## config.mk

```make
export PLATFORM = sky130hd
export DESIGN_NAME = motion_command_source_arbiter
export DESIGN_NICKNAME = d
export VERILOG_FILES = /design/src/mcsa_pkg.sv /design/src/motion_command_source_arbiter.sv /design/src/mcsa_front.sv /design/src/mcsa_queue.sv /design/src/mcsa_back.sv
export SDC_FILE = /design/constraint.sdc
export NUM_CORES = 1
export LEC_CHECK = 0
export BUFFER_PORTS_ARGS = -buffer_cell sky130_fd_sc_hd__buf_2
export CAP_MARGIN = 30
export CELL_PAD_IN_SITES_DETAIL_PLACEMENT = 0
export CELL_PAD_IN_SITES_GLOBAL_PLACEMENT = 1
export CORE_ASPECT_RATIO = 1.2
export CORE_MARGIN = 2
export CORE_UTILIZATION = 50
export CTS_CLUSTER_DIAMETER = 100
export DETAILED_ROUTE_END_ITERATION = 10
export PLACE_DENSITY_LB_ADDON = 0.3
export SLEW_MARGIN = 10
export SYNTH_ARGS = -nofsm -noshare
export SYNTH_HDL_FRONTEND = slang
export SYNTH_SLANG_ARGS = --single-unit
```

## constraint.sdc

```tcl
create_clock -name clk -period 6.52 [get_ports clk]
set_clock_uncertainty 0.15 [all_clocks]
set_input_delay 0.326 -clock clk [delete_from_list [all_inputs] [get_ports clk]]
set_output_delay 0.326 -clock clk [all_outputs]
set_load 0.02 [all_outputs]
```

## src/mcsa_pkg.sv

```systemverilog
// mcsa_pkg: types and constants shared by the motion command source arbiter
// holds tick and write payload structs, state and mode codes, and the run descriptor
// no dependencies
package mcsa_pkg;

    localparam int QUEUE_DEPTH_DEF = 2;
    localparam int RUN_SLOTS       = 6;
    localparam int SLOT_W          = $clog2(RUN_SLOTS);

    typedef enum logic [1:0] {
        ST_START     = 2'd0,
        ST_FOLLOWING = 2'd1,
        ST_JOYSTICK  = 2'd2,
        ST_EMERGENCY = 2'd3
    } arb_state_t;

    typedef enum logic [1:0] {
        MODE_DRIVING       = 2'd0,
        MODE_WHEEL_WALKING = 2'd1,
        MODE_DONT_CARE     = 2'd2
    } loco_mode_t;

    typedef enum logic {
        KIND_MOTION = 1'b0,
        KIND_MODE   = 1'b1
    } write_kind_t;

    // slot positions of a run, in emission order
    localparam logic [SLOT_W-1:0] SLOT_FAULT_STOP  = SLOT_W'(0);
    localparam logic [SLOT_W-1:0] SLOT_FAULT_MODE  = SLOT_W'(1);
    localparam logic [SLOT_W-1:0] SLOT_BUTTON_MODE = SLOT_W'(2);
    localparam logic [SLOT_W-1:0] SLOT_COMMAND     = SLOT_W'(3);
    localparam logic [SLOT_W-1:0] SLOT_SWITCH_MOVE = SLOT_W'(4);
    localparam logic [SLOT_W-1:0] SLOT_SWITCH_MODE = SLOT_W'(5);

    typedef struct packed {
        logic               fault_valid;
        logic               fault_flag;
        logic               buttons_valid;
        logic               source_button;
        logic               mode_button;
        logic               joy_valid;
        logic signed [15:0] joy_translation;
        logic signed [15:0] joy_rotation;
        logic               follow_valid;
        logic signed [15:0] follow_translation;
        logic signed [15:0] follow_rotation;
    } tick_t;

    typedef struct packed {
        logic               write_kind;
        logic signed [15:0] out_translation;
        logic signed [15:0] out_rotation;
        logic [1:0]         out_mode;
        logic [1:0]         arbiter_status;
        logic               last_of_run;
    } write_t;

    // one tick worth of writes, expanded by the back end
    typedef struct packed {
        logic [RUN_SLOTS-1:0] mask;
        arb_state_t           status_entry;
        arb_state_t           status_mid;
        arb_state_t           status_final;
        loco_mode_t           button_mode;
        logic signed [15:0]   cmd_translation;
        logic signed [15:0]   cmd_rotation;
        logic signed [15:0]   switch_translation;
        logic signed [15:0]   switch_rotation;
        loco_mode_t           switch_mode;
    } run_desc_t;

endpackage

```

## src/motion_command_source_arbiter.sv

```systemverilog
// motion_command_source_arbiter: top level, front classifier, descriptor queue, write sequencer
// depends on mcsa_pkg, mcsa_front, mcsa_queue, mcsa_back
//
//  channel   direction  handshake              payload
//  tick      in         push / full            tick_t  (one update tick)
//  result    out        pop / empty            write_t (one motion or mode write)
//
// a tick is classified in the cycle it is accepted; a tick that makes no write queues no descriptor
// a tick making 0 to 6 writes holds the sequencer, one write per cycle while output is free
// a write passes from acceptance through the queue, the run register, then the output register
// full rises only when the descriptor queue is full; the arbiter state needs no clearing pass
// reset is asynchronous and restores start state, following source, driving mode
module motion_command_source_arbiter
    import mcsa_pkg::*;
#(
    parameter int QUEUE_DEPTH = QUEUE_DEPTH_DEF
)
(
    input  logic   clk,
    input  logic   rst_n,
    input  logic   push,
    output logic   full,
    input  tick_t  tick,
    output logic   empty,
    input  logic   pop,
    output write_t result
);

    logic      accept;
    logic      desc_valid;
    run_desc_t desc;
    logic      q_empty, q_rd;
    run_desc_t q_data;

    assign accept = push && !full;

    mcsa_front u_front (
        .clk        (clk),
        .rst_n      (rst_n),
        .accept     (accept),
        .tick       (tick),
        .desc_valid (desc_valid),
        .desc       (desc)
    );

    mcsa_queue #(
        .DEPTH (QUEUE_DEPTH)
    ) u_queue (
        .clk     (clk),
        .rst_n   (rst_n),
        .wr_en   (desc_valid),
        .wr_data (desc),
        .full    (full),
        .rd_en   (q_rd),
        .rd_data (q_data),
        .empty   (q_empty)
    );

    mcsa_back u_back (
        .clk     (clk),
        .rst_n   (rst_n),
        .q_empty (q_empty),
        .q_data  (q_data),
        .q_rd    (q_rd),
        .empty   (empty),
        .pop     (pop),
        .result  (result)
    );

endmodule

```

## src/mcsa_front.sv

```systemverilog
// mcsa_front: arbiter state and classification of each tick into a run descriptor
// depends on mcsa_pkg
module mcsa_front
    import mcsa_pkg::*;
(
    input  logic      clk,
    input  logic      rst_n,
    input  logic      accept,
    input  tick_t     tick,
    output logic      desc_valid,
    output run_desc_t desc
);

    arb_state_t         state_reg, state_next;
    arb_state_t         saved_reg, saved_next;
    logic               src_joy_reg, src_joy_next;
    logic               wheel_reg, wheel_next;
    logic               prev_src_reg, prev_mode_reg;
    logic signed [15:0] held_tr_reg, held_tr_next;
    logic signed [15:0] held_rot_reg, held_rot_next;

    logic       fault_set, fault_clr, src_rise, mode_rise, blocked;
    logic       wheel_a, joy_w, fol_w, to_joy, to_fol;
    arb_state_t state_mid;

    always_comb
    begin
        fault_set = tick.fault_valid && tick.fault_flag &&
                    state_reg != ST_EMERGENCY && state_reg != ST_JOYSTICK;
        fault_clr = tick.fault_valid && !tick.fault_flag && state_reg == ST_EMERGENCY;
        saved_next = fault_set ? state_reg : saved_reg;
        if (fault_set)
            state_mid = ST_EMERGENCY;
        else if (fault_clr)
            state_mid = saved_reg;
        else
            state_mid = state_reg;
        wheel_a = fault_set ? 1'b0 : wheel_reg;

        src_rise     = tick.buttons_valid && tick.source_button && !prev_src_reg;
        mode_rise    = tick.buttons_valid && tick.mode_button && !prev_mode_reg;
        src_joy_next = src_joy_reg ^ src_rise;

        // emergency with following source ends the tick before any motion news
        blocked = state_mid == ST_EMERGENCY && !src_joy_next;
        joy_w   = !blocked && tick.joy_valid && src_joy_next;
        fol_w   = !blocked && tick.follow_valid && !src_joy_next;
        to_joy  = !blocked && src_joy_next && state_mid != ST_JOYSTICK;
        to_fol  = !blocked && !src_joy_next && state_mid != ST_FOLLOWING;

        if (!blocked && tick.follow_valid)
        begin
            held_tr_next  = tick.follow_translation;
            held_rot_next = tick.follow_rotation;
        end
        else
        begin
            held_tr_next  = held_tr_reg;
            held_rot_next = held_rot_reg;
        end

        if (to_joy)
            state_next = ST_JOYSTICK;
        else if (to_fol)
            state_next = ST_FOLLOWING;
        else
            state_next = state_mid;

        wheel_next = to_joy ? 1'b0 : (wheel_a ^ mode_rise);

        desc.mask         = {to_joy || to_fol, to_joy || to_fol, joy_w || fol_w,
                             mode_rise, fault_set, fault_set};
        desc.status_entry = state_reg;
        desc.status_mid   = state_mid;
        desc.status_final = state_next;
        desc.button_mode  = (wheel_a ^ mode_rise) ? MODE_WHEEL_WALKING : MODE_DRIVING;
        desc.cmd_translation = joy_w ? tick.joy_translation : tick.follow_translation;
        desc.cmd_rotation    = joy_w ? tick.joy_rotation : tick.follow_rotation;
        desc.switch_translation = to_joy ? 16'sd0 : held_tr_next;
        desc.switch_rotation    = to_joy ? 16'sd0 : held_rot_next;
        desc.switch_mode        = to_joy ? MODE_DRIVING : MODE_DONT_CARE;

        desc_valid = accept && (desc.mask != '0);
    end

    always_ff @(posedge clk or negedge rst_n)
    begin
        if (!rst_n)
        begin
            state_reg     <= ST_START;
            saved_reg     <= ST_FOLLOWING;
            src_joy_reg   <= 1'b0;
            wheel_reg     <= 1'b0;
            prev_src_reg  <= 1'b0;
            prev_mode_reg <= 1'b0;
            held_tr_reg   <= '0;
            held_rot_reg  <= '0;
        end
        else if (accept)
        begin
            state_reg    <= state_next;
            saved_reg    <= saved_next;
            src_joy_reg  <= src_joy_next;
            wheel_reg    <= wheel_next;
            held_tr_reg  <= held_tr_next;
            held_rot_reg <= held_rot_next;
            if (tick.buttons_valid)
            begin
                prev_src_reg  <= tick.source_button;
                prev_mode_reg <= tick.mode_button;
            end
        end
    end

endmodule

```

## src/mcsa_queue.sv

```systemverilog
// mcsa_queue: short descriptor queue between front and back end
// depends on mcsa_pkg
module mcsa_queue
    import mcsa_pkg::*;
#(
    parameter int DEPTH = QUEUE_DEPTH_DEF
)
(
    input  logic      clk,
    input  logic      rst_n,
    input  logic      wr_en,
    input  run_desc_t wr_data,
    output logic      full,
    input  logic      rd_en,
    output run_desc_t rd_data,
    output logic      empty
);

    localparam int PTR_W = $clog2(DEPTH);
    localparam int CNT_W = $clog2(DEPTH + 1);

    run_desc_t          mem [DEPTH];
    logic [PTR_W-1:0]   wr_ptr_reg, rd_ptr_reg;
    logic [CNT_W-1:0]   count_reg;
    logic               do_wr, do_rd;

    assign full    = count_reg == CNT_W'(DEPTH);
    assign empty   = count_reg == '0;
    assign do_wr   = wr_en && !full;
    assign do_rd   = rd_en && !empty;
    assign rd_data = mem[rd_ptr_reg];

    always_ff @(posedge clk)
    begin
        if (do_wr)
            mem[wr_ptr_reg] <= wr_data;
    end

    always_ff @(posedge clk or negedge rst_n)
    begin
        if (!rst_n)
        begin
            wr_ptr_reg <= '0;
            rd_ptr_reg <= '0;
            count_reg  <= '0;
        end
        else
        begin
            if (do_wr)
                wr_ptr_reg <= (wr_ptr_reg == PTR_W'(DEPTH - 1)) ? '0 : wr_ptr_reg + 1'b1;
            if (do_rd)
                rd_ptr_reg <= (rd_ptr_reg == PTR_W'(DEPTH - 1)) ? '0 : rd_ptr_reg + 1'b1;
            if (do_wr && !do_rd)
                count_reg <= count_reg + 1'b1;
            else if (do_rd && !do_wr)
                count_reg <= count_reg - 1'b1;
        end
    end

endmodule

```

## src/mcsa_back.sv

```systemverilog
// mcsa_back: expands run descriptors into writes, one per cycle while the output register is free, into that register
// depends on mcsa_pkg
module mcsa_back
    import mcsa_pkg::*;
(
    input  logic      clk,
    input  logic      rst_n,
    input  logic      q_empty,
    input  run_desc_t q_data,
    output logic      q_rd,
    output logic      empty,
    input  logic      pop,
    output write_t    result
);

    run_desc_t            cur_reg;
    logic                 cur_valid_reg;
    logic [RUN_SLOTS-1:0] rem_reg;
    logic                 out_valid_reg;
    write_t               out_reg;

    logic [RUN_SLOTS-1:0] low;
    logic [SLOT_W-1:0]    slot;
    logic                 last, out_free, emit_go, load;
    write_t               wr;

    always_comb
    begin
        low  = rem_reg & (~rem_reg + 1'b1);
        last = (rem_reg & ~low) == '0;
        slot = '0;
        for (int i = 0; i < RUN_SLOTS; i++)
        begin
            if (low[i])
                slot = SLOT_W'(i);
        end

        out_free = !out_valid_reg || pop;
        emit_go  = cur_valid_reg && out_free;
        load     = !q_empty && (!cur_valid_reg || (emit_go && last));
        q_rd     = load;

        wr.write_kind      = KIND_MOTION;
        wr.out_translation = '0;
        wr.out_rotation    = '0;
        wr.out_mode        = MODE_DRIVING;
        wr.arbiter_status  = cur_reg.status_entry;
        wr.last_of_run     = last;
        case (slot)
            SLOT_FAULT_STOP:
            begin
                wr.arbiter_status = cur_reg.status_entry;
            end
            SLOT_FAULT_MODE:
            begin
                wr.write_kind     = KIND_MODE;
                wr.arbiter_status = cur_reg.status_entry;
            end
            SLOT_BUTTON_MODE:
            begin
                wr.write_kind     = KIND_MODE;
                wr.out_mode       = cur_reg.button_mode;
                wr.arbiter_status = cur_reg.status_mid;
            end
            SLOT_COMMAND:
            begin
                wr.out_translation = cur_reg.cmd_translation;
                wr.out_rotation    = cur_reg.cmd_rotation;
                wr.arbiter_status  = cur_reg.status_mid;
            end
            SLOT_SWITCH_MOVE:
            begin
                wr.out_translation = cur_reg.switch_translation;
                wr.out_rotation    = cur_reg.switch_rotation;
                wr.arbiter_status  = cur_reg.status_final;
            end
            SLOT_SWITCH_MODE:
            begin
                wr.write_kind     = KIND_MODE;
                wr.out_mode       = cur_reg.switch_mode;
                wr.arbiter_status = cur_reg.status_final;
            end
            default:
            begin
                wr.arbiter_status = cur_reg.status_final;
            end
        endcase
    end

    always_ff @(posedge clk)
    begin
        if (load)
            cur_reg <= q_data;
        if (emit_go)
            out_reg <= wr;
    end

    always_ff @(posedge clk or negedge rst_n)
    begin
        if (!rst_n)
        begin
            cur_valid_reg <= 1'b0;
            rem_reg       <= '0;
            out_valid_reg <= 1'b0;
        end
        else
        begin
            if (load)
            begin
                cur_valid_reg <= 1'b1;
                rem_reg       <= q_data.mask;
            end
            else if (emit_go)
            begin
                rem_reg <= rem_reg & ~low;
                if (last)
                    cur_valid_reg <= 1'b0;
            end
            if (emit_go)
                out_valid_reg <= 1'b1;
            else if (pop)
                out_valid_reg <= 1'b0;
        end
    end

    assign empty  = !out_valid_reg;
    assign result = out_reg;

`ifndef ASSERT_OFF
    a_cur_has_work: assert property (@(posedge clk) disable iff (!rst_n)
        cur_valid_reg |-> rem_reg != '0)
        else $error("active run with no writes left");

    a_last_marked: assert property (@(posedge clk) disable iff (!rst_n)
        (emit_go && last) |=> (out_valid_reg && out_reg.last_of_run))
        else $error("final write of a run not marked");

    a_mid_unmarked: assert property (@(posedge clk) disable iff (!rst_n)
        (emit_go && !last) |=> (out_valid_reg && !out_reg.last_of_run))
        else $error("inner write of a run marked as last");

    a_load_starts: assert property (@(posedge clk) disable iff (!rst_n)
        load |=> cur_valid_reg)
        else $error("descriptor load did not start a run");
`endif

endmodule
```

After elaboration in Yosys (flattened, before gate mapping)
Memories as Yosys holds them, arrays and structs flattened.
Index checks and enable logic that the tools add are counted.
{"block": "totals", "ramBits": 158, "memories": 1, "output_inout_bits": 40, "register_bits": 164}
{"memory": "u_queue.mem", "words": 2, "word_bits": 79, "read_ports": 1, "rd_clocked_by_memory_dff": 0, "write_ports": 1, "line": "mcsa_queue.sv:22", "source": "run_desc_t mem [DEPTH];"}
{"block": "classes", "n_mux": 36, "add_sub_neg": 5, "n_eq_ne": 12, "n_reduce_logical": 56, "n_bitwise": 6}
{"op": "$mux 16", "count": 6}
{"op": "$pmux 32 s2", "count": 1}
{"op": "$logic_and 1x1->1", "count": 27}
{"op": "$mux 1", "count": 14}
{"op": "$mux 2", "count": 7}
{"op": "$and 6x6->6", "count": 2}
{"op": "$mux 3", "count": 4}
{"op": "$mux 6", "count": 2}
{"op": "$not 6->6", "count": 2}
{"op": "$logic_not 1->1", "count": 11}
{"op": "$pmux 2 s2", "count": 2}
{"op": "$reduce_bool 2->1", "count": 4}
{"op": "$add 6x1->6 const B", "count": 1}
{"op": "$eq 2x2->1 const B", "count": 3}
{"op": "$eq 3x2->1 const B", "count": 2}
{"op": "$eq 3x3->1 const B", "count": 2}
{"op": "$logic_not 6->1", "count": 1}
{"op": "$ne 2x2->1 const B", "count": 3}
{"op": "$reduce_and 2->1", "count": 3}
{"op": "$reduce_bool 6->1", "count": 1}
{"op": "$logic_or 1x1->1", "count": 4}
{"op": "$reduce_or 2->1", "count": 2}
{"op": "$eq 3x1->1 const B", "count": 1}
{"op": "$logic_not 3->1", "count": 1}
{"op": "7 further kinds", "count": 9}

Depth between registers and ports, before layout
{"block": "logic_depth", "ltp_word": 18, "ltp_mapped": 9, "ltp_nobuf": 9}

Cells and area by module
From an unflattened synthesis, not the netlist that was laid out.
{"block": "unflattened", "cells_unflattened": 761, "hier_area_um2": 13563.0}
{"mod": "mcsa_queue", "instances": 1, "cells_each": 268, "area_per_inst_um2": 6369.9, "seq_area_each_um2": 4904.7}
{"mod": "mcsa_back", "instances": 1, "cells_each": 209, "area_per_inst_um2": 4254.1, "seq_area_each_um2": 3563.4}
{"mod": "mcsa_front", "instances": 1, "cells_each": 283, "area_per_inst_um2": 2925.3, "seq_area_each_um2": 1002.2}
{"mod": "motion_command_source_arbiter", "instances": 1, "cells_each": 1, "area_per_inst_um2": 13.8, "seq_area_each_um2": 0.0}

Worst setup path after synthesis
OpenSTA, ideal clock, no wires.
{"block": "synth_timing", "path_kind": "reg-to-reg", "from": "register u_front.prev_src_reg", "to": "memory u_queue.mem[0][10] (netlist bit) (enable)", "path_buffers": 1, "setup_slack_ps": 1148, "setup_time_ps": 520, "period_less_slack_ps": 5372, "arrival_ps": 4702, "path_stages_with_launch": 7, "cell_sequence": "dfrtp_1 > nand3b_1 > xnor2_2 > and2_1 > buf_2 > o41a_1 > nor2b_1"}
{"block": "synth_via", "elab_chain_len": 14, "word_cells_on_any_way": 21, "classes_between": "mux: 2; bitwise: 1; reduce/logical: 18"}
{"item": "start: declaration", "line": "mcsa_front.sv:18", "source": "logic prev_src_reg, prev_mode_reg;"}
{"item": "start signal: assignment", "line": "mcsa_front.sv:109", "source": "prev_src_reg <= tick.source_button;"}
{"item": "$logic_not 1->1 (*)", "line": "mcsa_front.sv:40", "source": "src_rise = tick.buttons_valid && tick.source_button && !prev_src_reg;"}
{"item": "$logic_and 1x1->1 (*)", "line": "mcsa_front.sv:40"}
{"item": "$xor 1x1->1 (*)", "line": "mcsa_front.sv:42", "source": "src_joy_next = src_joy_reg ^ src_rise;"}
{"item": "$logic_not 1->1", "line": "mcsa_front.sv:45, mcsa_front.sv:47, mcsa_front.sv:49"}
{"item": "$logic_and 1x1->1", "line": "mcsa_front.sv:45", "source": "blocked = state_mid == ST_EMERGENCY && !src_joy_next;"}
{"item": "$logic_not 1->1"}
{"item": "$logic_and 1x1->1, on equally long branches (2 in a row)"}
{"item": "$logic_or 1x1->1", "line": "mcsa_front.sv:71", "source": "desc.mask = {to_joy || to_fol, to_joy || to_fol, joy_w || fol_w,"}
{"item": "$reduce_bool 6->1 (*)", "line": "mcsa_front.sv:83", "source": "desc_valid = accept && (desc.mask != '0);"}
{"item": "$logic_and 1x1->1 (*)", "line": "mcsa_front.sv:83"}
{"item": "$logic_and 1x1->1 (*)", "line": "mcsa_queue.sv:29", "source": "assign do_wr = wr_en && !full;"}
{"item": "net u_queue.do_wr", "line": "mcsa_queue.sv:25", "source": "logic do_wr, do_rd;"}
{"item": "$mux 1 (*)", "line": "mcsa_queue.sv:35", "source": "if (do_wr)"}
{"item": "$mux 1 (implied by the code) (*)", "line": "mcsa_queue.sv:36", "source": "mem[wr_ptr_reg] <= wr_data;"}
{"item": "end: declaration", "line": "mcsa_queue.sv:22"}
The timed path passes the listed nets; every way through them passes the cells marked *.

Worst setup path after layout
{"block": "layout_timing", "from": "register u_front.prev_src_reg", "to": "memory u_queue.mem[0][17] (netlist bit) (enable)"}
Same word-level chain as after synthesis.

==> results.md <==
* Setup bufs post-CTS at 0
* Initial antenna violation count at 0
* WL/cell at ~19 um
* H-tree Lvls at 1
* Fraction of registers with async set/reset at between 10% and 20%
* Port bufs at between 100 and 150
* Switching Fraction at between 30% and 40%
* Pre-CTS WS at 2.27 ns
* Setup WS post-layout at approximately 2.3 ns
* Sequential cell area fraction in the yosys report at between 70% and 80%
* Router iterations before antenna repair at 5
* Setup CP Type: reg2reg
* Reg2Reg Setup Slack at about 2.3 ns
* Die area at 0.0259 mm^2
* Slowest CP cell: and2_2
* Max incr delay on CP at 0.88 ns
* CORE AREA at roughly 0.024 mm^2
* Clock root buffer: clkbuf_16
* Fin. Hold Viols at 0
* Final ANT Viol Nets at 0
* Net Count, Synth at 812
* Predominant post-synthesis flop cell: edfxtp_1
* Final Max Slew Viols at 0
* # diodes at 0
* DP HPWL at around 14 mm
* Vias at slightly below 7000
* Clk Latency, worst-skew pair at 0.55 ns
* # setup viols final at 0
* Status: finished clean
* CTS tree: built
* Sequential Power Share at roughly half
* Minimum clock period at ~4.2 ns
* Top cells by area, synth: edfxtp_1, mux2_2, dfrtp_1
* Synth Instances at 736
* Num CTS Buffers at 30
* Worst Path Required at about 6.5 ns
* Final WL at 24.0 mm
* Row Count at 62
* Rel. slew slack at between 30% and 40%
* Die X at 147 um
* Synth cell types at 47
* Post-synthesis area per instance at approximately 17 um^2
* Max reg flops at approximately 150
* Worst-margin pin slew at ~0.99 ns
* Number of vias per cell at between 5 and 6
* Critical path buffers and inverters at 1
* Yosys warnings at 0
* Final Util at 62.5%
* First-pass GRT wire length at between 30 and 40 mm
* RSZ-0062 raised after global routing: false
* Yosys top cell area share at 63.9%
* Synthesized area at approximately 0.012 mm^2
* Worst-path clk slew at approximately 0.060 ns
* Reg2reg start: u_front.prev_src_reg
* Hold endpoint: u_front.state_reg[0]
* DR DRC count at 0
* Crit. End Element: flop
* Worst hold path depth at 3
* Area growth, synth to finish at 22.2%
* Ratio of final minimum period to clock period at 65.1%
* Worst hold path type: in2reg
* P_leak at around 0.0056 uW
* Largest net degree at the start of global routing at 53
* Reg-to-Reg End: u_queue.mem[0][17]
* Comb pwr share at between 20% and 30%
* Worst path top cell family by delay: simple AND/OR/NAND/NOR gates
* Synth area leader: edfxtp_1
* Crit path max fanout at 51
* Int Pwr at approximately 5300 uW
* All-Layer GR Usage at 18.5%
* Critical Path Start Type: flop
* Hold Startpoint: push
* NetSw at about 2300 uW
* Clk pwr share at roughly 23%
* Vias in the first global route at just over 7000
* Max cap viols at 0
* TNS Setup at 0 ns
* CP arrival at 4.25 ns
* Synthesis-stage register bit count at 314
* EDFF count, synth at approximately 260
* Initial DRC Count at 353
* Die Ht at between 150 and 200 um
* VDD IR max at 0.000281 V
* Critical-path cell list: nand3b_1 > xnor2_2 > and2_2 > o41a_1 > nor2b_4 > buf_4
* RePlAce Congestion at ~0.77
* I/O Pins at 115
* Bufs on Longest Clock Path at 3
* Nets at approximately 1000
* GR Overflow Total at 0
* R2R depth at 6
* Initial Util at between 50% and 60%
* CTS sink cnt at approximately 310
* Highest clock rate at about 0.24 GHz
* Fraction of layout cells with a size suffix above 1 at about a third
* Cell Pwr Density at between 500 and 600 mW/mm^2
-- cell usage after synthesis (all sizes together) (2+ instances only) --
library cell	n
edfxtp	262
dfrtp	51
xnor2	4
nand3b	3
or2	2
buf	20
nor3	2
nor3b	2
a22oi	2
o21ai	11
a211oi	2
xor2	3
and2	7
nor2	10
clkbuf	17
nor2b	3
a22o	33
and3	2
nand2	83
mux2i	7
nand3	4
inv	10
nand2b	3
mux2	139
a21oi	35
o21a	4
o22ai	2
-- through the flow --
step           cells  hold slack (ns)  power (uW)  cell area (um^2)
3_3_place_gp    1138            0.324        5620             13200
2_1_floorplan    736           -0.120        5100             12300
6_report        1269           0.0227        7550             15000
5_1_grt         1269           0.0369        7920             15000
4_1_cts         1268          0.00816        7590             15000
3_5_place_dp    1142            0.335        5790             13300
-- power groups by stage --
| stage | sequential, uW | clock (uW) | combinational (uW) |
|---|---|---|---|
| 2_1_floorplan | 3760 | 0 | 1340 |
| 3_3_place_gp | 3740 | 0 | 1890 |
| 3_5_place_dp | 3720 | 0 | 2070 |
| 4_1_cts | 3690 | 1780 | 2120 |
| 5_1_grt | 3770 | 1850 | 2300 |
| 6_report | 3690 | 1740 | 2120 |
-- worst max-delay path by stage --
stage                    startpoint                 end  slack [ns]  cells after the start
3_5_place_dp   u_front.prev_src_reg  u_queue.mem[0][58]        2.27                      6
4_1_cts        u_front.prev_src_reg  u_queue.mem[0][29]        2.25                      6
5_1_grt        u_front.prev_src_reg  u_queue.mem[0][57]        2.05                      6
6_report       u_front.prev_src_reg  u_queue.mem[0][17]        2.28                      6
3_3_place_gp   u_front.prev_src_reg  u_queue.mem[0][25]        2.40                      6
2_1_floorplan  u_front.prev_src_reg  u_queue.mem[0][10]        1.15                      6
-- per-layer routing --
layer,share of wire [%],track usage [%]
met2,52,34.2
met1,40,22.1
met5,0,0
met4,3.1,6.41
met3,4.5,2.65
-- repair_timing --
| action | 4_1_cts | 5_1_grt |
|---|---|---|
| endpoints found under the setup margin | 0 | 0 |
| gates resized for setup | 0 | 0 |
| hold buffers | 70 | 0 |
| hold endpoints to repair | 150 | 0 |
-- kinds of logic (layout without fill, tap and decap cells) --
group	Yosys count	in the layout	synth area share [%]
simple gates	126	126	4.67
buf+inv	47	260	1.63
flops	314	314	74.5
fa+ha+maj	1	1	0.102
mux	146	146	13.3
xor+xnor	7	7	0.559
compound gates	95	95	5.24
-- cell type report --
type | count | area, um^2
multi-input cells | 375 | 2980
clock inverters | 16 | 183
well taps | 320 | 400
repair buffers | 194 | 1450
fillers | 1751 | 9010
inverters | 10 | 38.8
flip-flops and latches | 314 | 9170
clock buffers | 40 | 820
-- tightest hold or removal path, cell delays in order --
cell     delay [ns]
buf_2          0.11
nand2_1        0.14
o21ai_0        0.10
-- cells in the final DEF (no fill, tap or decap), drive strengths merged, types with 2 or more instances in the layout --
cell         Yosys  final
a211oi           2      2
a21oi           35     35
o21ai           11     11
clkbuf          17     40
buf             20    124
a22oi            2      2
mux2i            7      7
bufinv           0      4
and3             2      2
o22ai            2      2
nand3            4      4
dlygate4sd3      0     70
or2              2      2
xnor2            4      4
nor3             2      2
xor2             3      3
nand3b           3      3
inv             10      9
nor3b            2      2
nor2            10     10
nor2b            3      3
o21a             4      4
dfrtp           51     51
mux2           139    139
nand2           83     83
a22o            33     33
and2             7      7
nand2b           3      3
edfxtp         262    262
clkinv           0     12
No activity file was read; power rests on OpenSTA's default activity.
